<file path="config.mk">
export PLATFORM = sky130hd
export DESIGN_NAME = deadline_ordered_task_queue
export DESIGN_NICKNAME = d
export VERILOG_FILES = /design/src/dotq_pkg.sv /design/src/dotq_cell.sv /design/src/dotq_prefix_or.sv /design/src/deadline_ordered_task_queue.sv
export SDC_FILE = /design/constraint.sdc
export NUM_CORES = 1
export LEC_CHECK = 0
export BUFFER_PORTS_ARGS = -buffer_cell sky130_fd_sc_hd__buf_2
export CAP_MARGIN = 40
export CORE_MARGIN = 2
export CORE_UTILIZATION = 45
export DETAILED_ROUTE_END_ITERATION = 10
export PLACE_DENSITY = 0.68
export SLEW_MARGIN = 10
export SYNTH_ARGS = -nofsm -noshare
export SYNTH_HDL_FRONTEND = slang
export SYNTH_SLANG_ARGS = --single-unit
</file>
<file path="constraint.sdc">
create_clock -name i_clk -period 6.45 [get_ports i_clk]
set_input_delay 0.645 -clock i_clk [delete_from_list [all_inputs] [get_ports i_clk]]
set_output_delay 0.645 -clock i_clk [all_outputs]
set_load 0.03 [all_outputs]
</file>
<file path="src/dotq_pkg.sv">
// shared types, codes and default sizes for the deadline ordered task queue
// no dependencies; used by every other file of the block
`timescale 1ns / 1ps
`default_nettype none

package dotq_pkg;

    localparam int DEPTH_DEF         = 16;
    localparam int ID_BITS_DEF       = 8;
    localparam int DEADLINE_BITS_DEF = 16;

    typedef enum logic {
        OP_INSERT = 1'b0,
        OP_DELETE = 1'b1
    } t_op;

    typedef enum logic [1:0] {
        ST_DONE    = 2'd0,
        ST_FULL    = 2'd1,
        ST_NOMATCH = 2'd2
    } t_status;

    // per-cycle command broadcast to every cell
    typedef struct packed {
        logic ins;
        logic del;
    } t_cell_ctl;

endpackage

`default_nettype wire

</file>
<file path="src/dotq_cell.sv">
// one slot of the sorted queue: holds an entry and moves it to a neighbor
// depends on dotq_pkg
`timescale 1ns / 1ps
`default_nettype none

module dotq_cell #(
    parameter int ID_BITS       = dotq_pkg::ID_BITS_DEF,
    parameter int DEADLINE_BITS = dotq_pkg::DEADLINE_BITS_DEF
) (
    input  wire                     i_clk,
    input  wire                     i_rst_n,
    input  dotq_pkg::t_cell_ctl     i_ctl,
    input  wire [ID_BITS-1:0]       i_new_id,
    input  wire [DEADLINE_BITS-1:0] i_new_dl,
    input  wire                     i_left_valid,
    input  wire [ID_BITS-1:0]       i_left_id,
    input  wire [DEADLINE_BITS-1:0] i_left_dl,
    input  wire                     i_left_before,
    input  wire                     i_right_valid,
    input  wire [ID_BITS-1:0]       i_right_id,
    input  wire [DEADLINE_BITS-1:0] i_right_dl,
    input  wire                     i_pull_right,
    output logic                    o_valid,
    output logic [ID_BITS-1:0]      o_id,
    output logic [DEADLINE_BITS-1:0] o_dl,
    output logic                    o_before,
    output logic                    o_match
);

    logic                     r_valid, n_valid;
    logic [ID_BITS-1:0]       r_id, n_id;
    logic [DEADLINE_BITS-1:0] r_dl, n_dl;

    // new entry belongs in front of this slot
    assign o_before = !r_valid || (r_dl > i_new_dl);
    assign o_match  = r_valid && (r_id == i_new_id);

    always_comb begin
        n_valid = r_valid;
        n_id    = r_id;
        n_dl    = r_dl;
        if (i_ctl.ins) begin
            if (i_left_before) begin
                n_valid = i_left_valid;
                n_id    = i_left_id;
                n_dl    = i_left_dl;
            end else if (o_before) begin
                n_valid = 1'b1;
                n_id    = i_new_id;
                n_dl    = i_new_dl;
            end
        end else if (i_ctl.del && i_pull_right) begin
            n_valid = i_right_valid;
            n_id    = i_right_id;
            n_dl    = i_right_dl;
        end
    end

    always_ff @(posedge i_clk) begin
        if (!i_rst_n) begin
            r_valid <= 1'b0;
        end else begin
            r_valid <= n_valid;
        end
    end

    // payload needs no reset
    always_ff @(posedge i_clk) begin
        r_id <= n_id;
        r_dl <= n_dl;
    end

    assign o_valid = r_valid;
    assign o_id    = r_id;
    assign o_dl    = r_dl;

endmodule

`default_nettype wire

</file>
<file path="src/dotq_prefix_or.sv">
// log-depth prefix or across the row of match flags
// no dependencies beyond dotq_pkg defaults at the top level
`timescale 1ns / 1ps
`default_nettype none

module dotq_prefix_or #(
    parameter int N = dotq_pkg::DEPTH_DEF
) (
    input  wire [N-1:0]  i_bits,
    output logic [N-1:0] o_prefix
);

    localparam int LEVELS = (N > 1) ? $clog2(N) : 1;

    logic [N-1:0] s [0:LEVELS];

    assign s[0] = i_bits;

    for (genvar l = 0; l < LEVELS; l++) begin : g_lvl
        for (genvar k = 0; k < N; k++) begin : g_bit
            if (k >= (1 << l)) begin : g_or
                assign s[l+1][k] = s[l][k] | s[l][k - (1 << l)];
            end else begin : g_pass
                assign s[l+1][k] = s[l][k];
            end
        end
    end

    assign o_prefix = s[LEVELS];

endmodule

`default_nettype wire

</file>
<file path="src/deadline_ordered_task_queue.sv">
// top level of the earliest-deadline-first queue: row of dotq_cell slots
// depends on dotq_pkg, dotq_cell, dotq_prefix_or
//
//  channel   | direction | handshake            | payload
//  ----------+-----------+----------------------+-----------------------------------------
//  command   | in        | i_start, o_busy      | i_opcode, i_task_id, i_deadline
//  result    | out       | o_done (strobe)      | o_status, o_head_valid, o_head_task_id,
//            |           |                      | o_head_deadline, o_occupancy
//
//  one beat per cycle: a command taken at an edge updates every slot at that edge and
//  its result strobes on o_done during the next cycle, so commands may follow back to back
//  the limit is the combinational slot update: compare in every cell plus a log-depth
//  or over the delete match flags
//  reset is synchronous, active low; it empties the queue and holds busy high
//  the receiver cannot stall: every result lives for exactly the one o_done cycle
`timescale 1ns / 1ps
`default_nettype none

module deadline_ordered_task_queue #(
    parameter int DEPTH         = dotq_pkg::DEPTH_DEF,
    parameter int ID_BITS       = dotq_pkg::ID_BITS_DEF,
    parameter int DEADLINE_BITS = dotq_pkg::DEADLINE_BITS_DEF,
    localparam int CNT_W        = $clog2(DEPTH + 1)
) (
    input  wire                      i_clk,
    input  wire                      i_rst_n,
    input  wire                      i_start,
    output logic                     o_busy,
    input  wire                      i_opcode,
    input  wire [ID_BITS-1:0]        i_task_id,
    input  wire [DEADLINE_BITS-1:0]  i_deadline,
    output logic                     o_done,
    output logic [1:0]               o_status,
    output logic                     o_head_valid,
    output logic [ID_BITS-1:0]       o_head_task_id,
    output logic [DEADLINE_BITS-1:0] o_head_deadline,
    output logic [CNT_W-1:0]         o_occupancy
);

    // per-slot views of the row
    logic [DEPTH-1:0]         w_valid;
    logic [ID_BITS-1:0]       w_id [0:DEPTH-1];
    logic [DEADLINE_BITS-1:0] w_dl [0:DEPTH-1];
    logic [DEPTH-1:0]         w_before;
    logic [DEPTH-1:0]         w_match;
    logic [DEPTH-1:0]         w_pull;   // a match sits at or in front of this slot

    logic                w_accept;
    logic                w_full;
    logic                w_found;
    dotq_pkg::t_cell_ctl w_ctl;

    logic                r_done;
    dotq_pkg::t_status   r_status, n_status;
    logic [CNT_W-1:0]    r_count, n_count;

    // busy only while reset is held; otherwise a beat can be taken every cycle
    assign o_busy   = !i_rst_n;
    assign w_accept = i_start && !o_busy;

    // slots stay packed from slot 0, so the last slot tells full
    assign w_full  = w_valid[DEPTH-1];
    assign w_found = w_pull[DEPTH-1];

    assign w_ctl.ins = w_accept && (dotq_pkg::t_op'(i_opcode) == dotq_pkg::OP_INSERT) && !w_full;
    assign w_ctl.del = w_accept && (dotq_pkg::t_op'(i_opcode) == dotq_pkg::OP_DELETE);

    // first match wins: every slot from it onward pulls from its right neighbor
    dotq_prefix_or #(
        .N(DEPTH)
    ) u_pfx (
        .i_bits  (w_match),
        .o_prefix(w_pull)
    );

    for (genvar i = 0; i < DEPTH; i++) begin : g_cell
        logic                     l_valid;
        logic [ID_BITS-1:0]       l_id;
        logic [DEADLINE_BITS-1:0] l_dl;
        logic                     l_before;
        logic                     r_valid_in;
        logic [ID_BITS-1:0]       r_id_in;
        logic [DEADLINE_BITS-1:0] r_dl_in;

        if (i == 0) begin : g_first
            // nothing shifts into the head from the left
            assign l_valid  = 1'b0;
            assign l_id     = '0;
            assign l_dl     = '0;
            assign l_before = 1'b0;
        end else begin : g_mid_l
            assign l_valid  = w_valid[i-1];
            assign l_id     = w_id[i-1];
            assign l_dl     = w_dl[i-1];
            assign l_before = w_before[i-1];
        end

        if (i == DEPTH - 1) begin : g_last
            // the tail empties when the row closes a gap
            assign r_valid_in = 1'b0;
            assign r_id_in    = '0;
            assign r_dl_in    = '0;
        end else begin : g_mid_r
            assign r_valid_in = w_valid[i+1];
            assign r_id_in    = w_id[i+1];
            assign r_dl_in    = w_dl[i+1];
        end

        dotq_cell #(
            .ID_BITS      (ID_BITS),
            .DEADLINE_BITS(DEADLINE_BITS)
        ) u_cell (
            .i_clk        (i_clk),
            .i_rst_n      (i_rst_n),
            .i_ctl        (w_ctl),
            .i_new_id     (i_task_id),
            .i_new_dl     (i_deadline),
            .i_left_valid (l_valid),
            .i_left_id    (l_id),
            .i_left_dl    (l_dl),
            .i_left_before(l_before),
            .i_right_valid(r_valid_in),
            .i_right_id   (r_id_in),
            .i_right_dl   (r_dl_in),
            .i_pull_right (w_pull[i]),
            .o_valid      (w_valid[i]),
            .o_id         (w_id[i]),
            .o_dl         (w_dl[i]),
            .o_before     (w_before[i]),
            .o_match      (w_match[i])
        );
    end

    // status and occupancy for the beat being taken
    always_comb begin
        n_status = dotq_pkg::ST_DONE;
        n_count  = r_count;
        if (w_accept) begin
            if (dotq_pkg::t_op'(i_opcode) == dotq_pkg::OP_INSERT) begin
                if (w_full) begin
                    n_status = dotq_pkg::ST_FULL;
                end else begin
                    n_count = r_count + CNT_W'(1);
                end
            end else begin
                if (w_found) begin
                    n_count = r_count - CNT_W'(1);
                end else begin
                    n_status = dotq_pkg::ST_NOMATCH;
                end
            end
        end
    end

    always_ff @(posedge i_clk) begin
        if (!i_rst_n) begin
            r_done  <= 1'b0;
            r_count <= '0;
        end else begin
            r_done  <= w_accept;
            r_count <= n_count;
        end
    end

    always_ff @(posedge i_clk) begin
        r_status <= n_status;
    end

    // head is slot 0, already updated when the strobe shows
    assign o_done          = r_done;
    assign o_status        = r_status;
    assign o_head_valid    = w_valid[0];
    assign o_head_task_id  = w_valid[0] ? w_id[0] : '0;
    assign o_head_deadline = w_valid[0] ? w_dl[0] : '0;
    assign o_occupancy     = r_count;

endmodule

`default_nettype wire

</file>
==> metrics <==
power density over cell area 216.6 nW/µm²; remaining antenna violation count 0; detailed-route via count 24,932; family with the most delay on the worst path buffers and inverters; CTS tree built; number of buffers added on ports slightly above 60; Die Height 255.8 µm; Relative slew margins 0.3883; DRC violations left 0; H-tree depth 2; insertion delay to the later sink of the worst-skew pair 0.60 ns; internal power contribution 4.922 mW; maximum fanout along the worst path 25; count of buffer and inverter cells on the critical path 5; max-cap viol count 0; GRT Util Overall 0.3141; area inside the core boundary 62,850 µm²; number of warnings printed during yosys synthesis 0; slowest stage cell on the critical path a21oi_2; diodes inserted 0; CP arrival 4.63 ns; Placement Rows between 90 and 100; Setup-failing EPs final 0; synth-to-layout area growth 10.47%; average footprint of a synthesized cell 9.486 µm²; Initial DRT Pass Iterations 6; maximum root-to-sink buffer count 3; largest net degree at the start of global routing 183; Top-Level Pins 62; antenna violations before repair 2; remaining global-route overflow 0; Routed WL per cell 27.30 µm; Hold-fix buffers, CTS 0; Initial Utilization 0.4538; RSZ-0062 raised after global routing no; Hold Path Class primary input to flip-flop; post-detailed-routing wire length 105,500 µm; main flop type after synthesis edfxtp_1; net count of the finished layout 3,252; total negative slack 0 ns; most frequent cell on the critical path buf_4; number of max-slew violations in the final report 0; peak ir drop on the vdd network 0.1696 mV; TritonCTS sink count 408; share of total power in the clock network 0.405; Routability Congestion 0.9873; endpoint class of the critical path flip-flop; fraction of post-synthesis cell area in the top cell type by area 0.4043; delay of the slowest cell on the worst path 0.64 ns; floorplan die width 255.8 µm; sequential element share of the synthesized area 0.4211; run status complete, no violations; cells along the critical path buf_2 > inv_1 > ha_1 > nand4_1 > a211oi_1 > o41ai_1 > a41oi_2 > buf_4 > inv_2 > a21oi_2 > buf_4; top cell type by total area after synthesis edfxtp_1; number of buffers created by CTS 47; achievable clock frequency 230.7 MHz; switching part of the total power 0.2786; largest cells by area after synthesis edfxtp_1 40%, ha_1 11%, mux2i_1 8.5%; root buf cell clkbuf_16; PostCTS Resize Cnt 0; net count after synthesis 3,279; fraction of final layout cells with drive strength greater than 1 0.08684; period utilization 0.6721; Detail Placement HPWL 77,230 µm; Die Area around 65,000 µm²; clock skew after layout 0.02306 ns; minimum period implied by the final worst setup slack approximately 4.3 ns; proportion of synthesized flip-flops having asynchronous set or reset 0; number of DRC violations after detailed-routing iteration 0 3,058; portion of total power attributed to sequential cells 0.454; via-per-instance ratio 6.454; leakage power of the design 12.51 nW; post-synthesis instance area 28,520 µm²; Startpoint Class primary input; number of global-route vias before repair 24,356; clock transition at the register clock pins on the worst setup and hold paths after CTS 0.06 ns; Req. time, crit path 6.75 ns; Post-CTS Setup Repair Bufs 0; post-layout util 0.5013; switching power 1.901 mW; wire length of the first global-routing pass 155,400 µm; Cells after Synth 3,007; Distinct cells, synth 67; Crit Path Class primary input to flip-flop; number of flops mapped to enable cells by yosys 384; Comb power frac 0.141; transition time of the tightest slew-check pin ~0.92 ns; number of hold violations in the final report 0; flop and latch count out of synthesis 408
## layout make-up
type / instances / area (µm²)
clock inverter: 27 / 259.0
multi-input combinational: 2318 / 15510
tap: 846 / 1059
fill: 5775 / 31340
sequential: 408 / 12010
clock buffer: 59 / 1281
inverter: 47 / 176.4
timing repair buffer: 158 / 1212
## sequential cells by signal, summed over array words and instances (netlist names)
| register | cells |
|---|---|
| o_status | 2 |
| g_cell.u_cell.o_valid | 16 |
| g_cell.u_cell.o_dl | 256 |
| o_occupancy | 5 |
| g_cell.u_cell.o_id | 128 |
| o_done | 1 |
## final timing paths
check	slack [ns]	end	depth (start not counted)	from
worst min-delay path	0.30	g_cell[15].u_cell.o_valid	2	i_start
worst max register to register	2.70	g_cell[14].u_cell.o_dl[10]	11	g_cell[8].u_cell.o_id[1]
worst min register to register	0.50	o_occupancy[2]	2	o_occupancy[2]
worst max-delay path	2.11	g_cell[13].u_cell.o_id[1]	11	i_deadline[11]
## logic make-up after synthesis
group / share of synthesized area
compound gates: 0.1416
xor+xnor: 0.04022
fa+ha+maj: 0.1073
buf+inv: 0.04075
flops: 0.4211
mux: 0.08457
simple gates: 0.1644
## Yosys cell counts, types with 3 or more instances
| library cell | n |
|---|---|
| nand2_1 | 446 |
| edfxtp_1 | 384 |
| o21ai_0 | 276 |
| ha_1 | 243 |
| mux2i_1 | 241 |
| nor3_1 | 172 |
| clkbuf_1 | 168 |
| nor2_1 | 159 |
| a21oi_1 | 131 |
| xnor2_1 | 91 |
| nand4_1 | 72 |
| nand3_1 | 69 |
| a21o_1 | 61 |
| a211oi_1 | 57 |
| inv_1 | 46 |
| a31oi_1 | 43 |
| o211ai_1 | 42 |
| xor2_1 | 40 |
| nor2b_1 | 29 |
| buf_2 | 28 |
| and2_1 | 26 |
| buf_1 | 26 |
| dfxtp_1 | 24 |
| o21a_1 | 19 |
| and3_1 | 11 |
| nor4_1 | 9 |
| buf_4 | 8 |
| nand2b_1 | 8 |
| a311oi_1 | 6 |
| and4_1 | 6 |
| o221ai_1 | 5 |
| nand3b_1 | 4 |
| or3_1 | 4 |
| a221o_1 | 3 |
| o21bai_1 | 3 |
| o41ai_1 | 3 |
## power by group through the flow
stage / clock [mW] / sequential [mW] / combinational [mW]
after floorplan: 0 / 3.11 / 0.618
after global placement: 0 / 3.15 / 0.883
after detailed placement: 0 / 3.15 / 0.930
after CTS: 2.78 / 3.09 / 0.934
after global routing: 2.87 / 3.10 / 1.04
final: 2.77 / 3.10 / 0.961
## per-stage QoR
step | hold slack, ns | area [µm²] | total power [mW] | setup slack (ns) | instances
5_1_grt | 0.3021 | 31510 | 7.009 | 1.792 | 3863
2_1_floorplan | 0.4772 | 28520 | 3.728 | 1.115 | 3007
3_5_place_dp | 0.4871 | 29950 | 4.079 | 1.643 | 3774
4_1_cts | 0.2660 | 31490 | 6.805 | 2.242 | 3860
3_3_place_gp | 0.4796 | 29670 | 4.031 | 1.674 | 3756
6_report | 0.2989 | 31510 | 6.823 | 2.115 | 3863
## cells in the final DEF (no fill, tap or decap), drive strengths merged, types with 69 or more instances in the layout
master / instances
a21oi: 131
buf: 157
edfxtp: 384
ha: 243
mux2i: 241
nand2: 448
nand3: 69
nand4: 72
nor2: 159
nor3: 172
o21ai: 278
xnor2: 91
## metal layers
metal | vias to the layer above | part of all wire | track usage
met5 | - | 0.00020 | 0
met4 | 4 | 0.060 | 0.1668
met3 | 375 | 0.11 | 0.07398
met2 | 1539 | 0.44 | 0.4823
met1 | 11997 | 0.39 | 0.4118
li1 | 11017 | - | -
No activity file was read; power rests on OpenSTA's default activity.
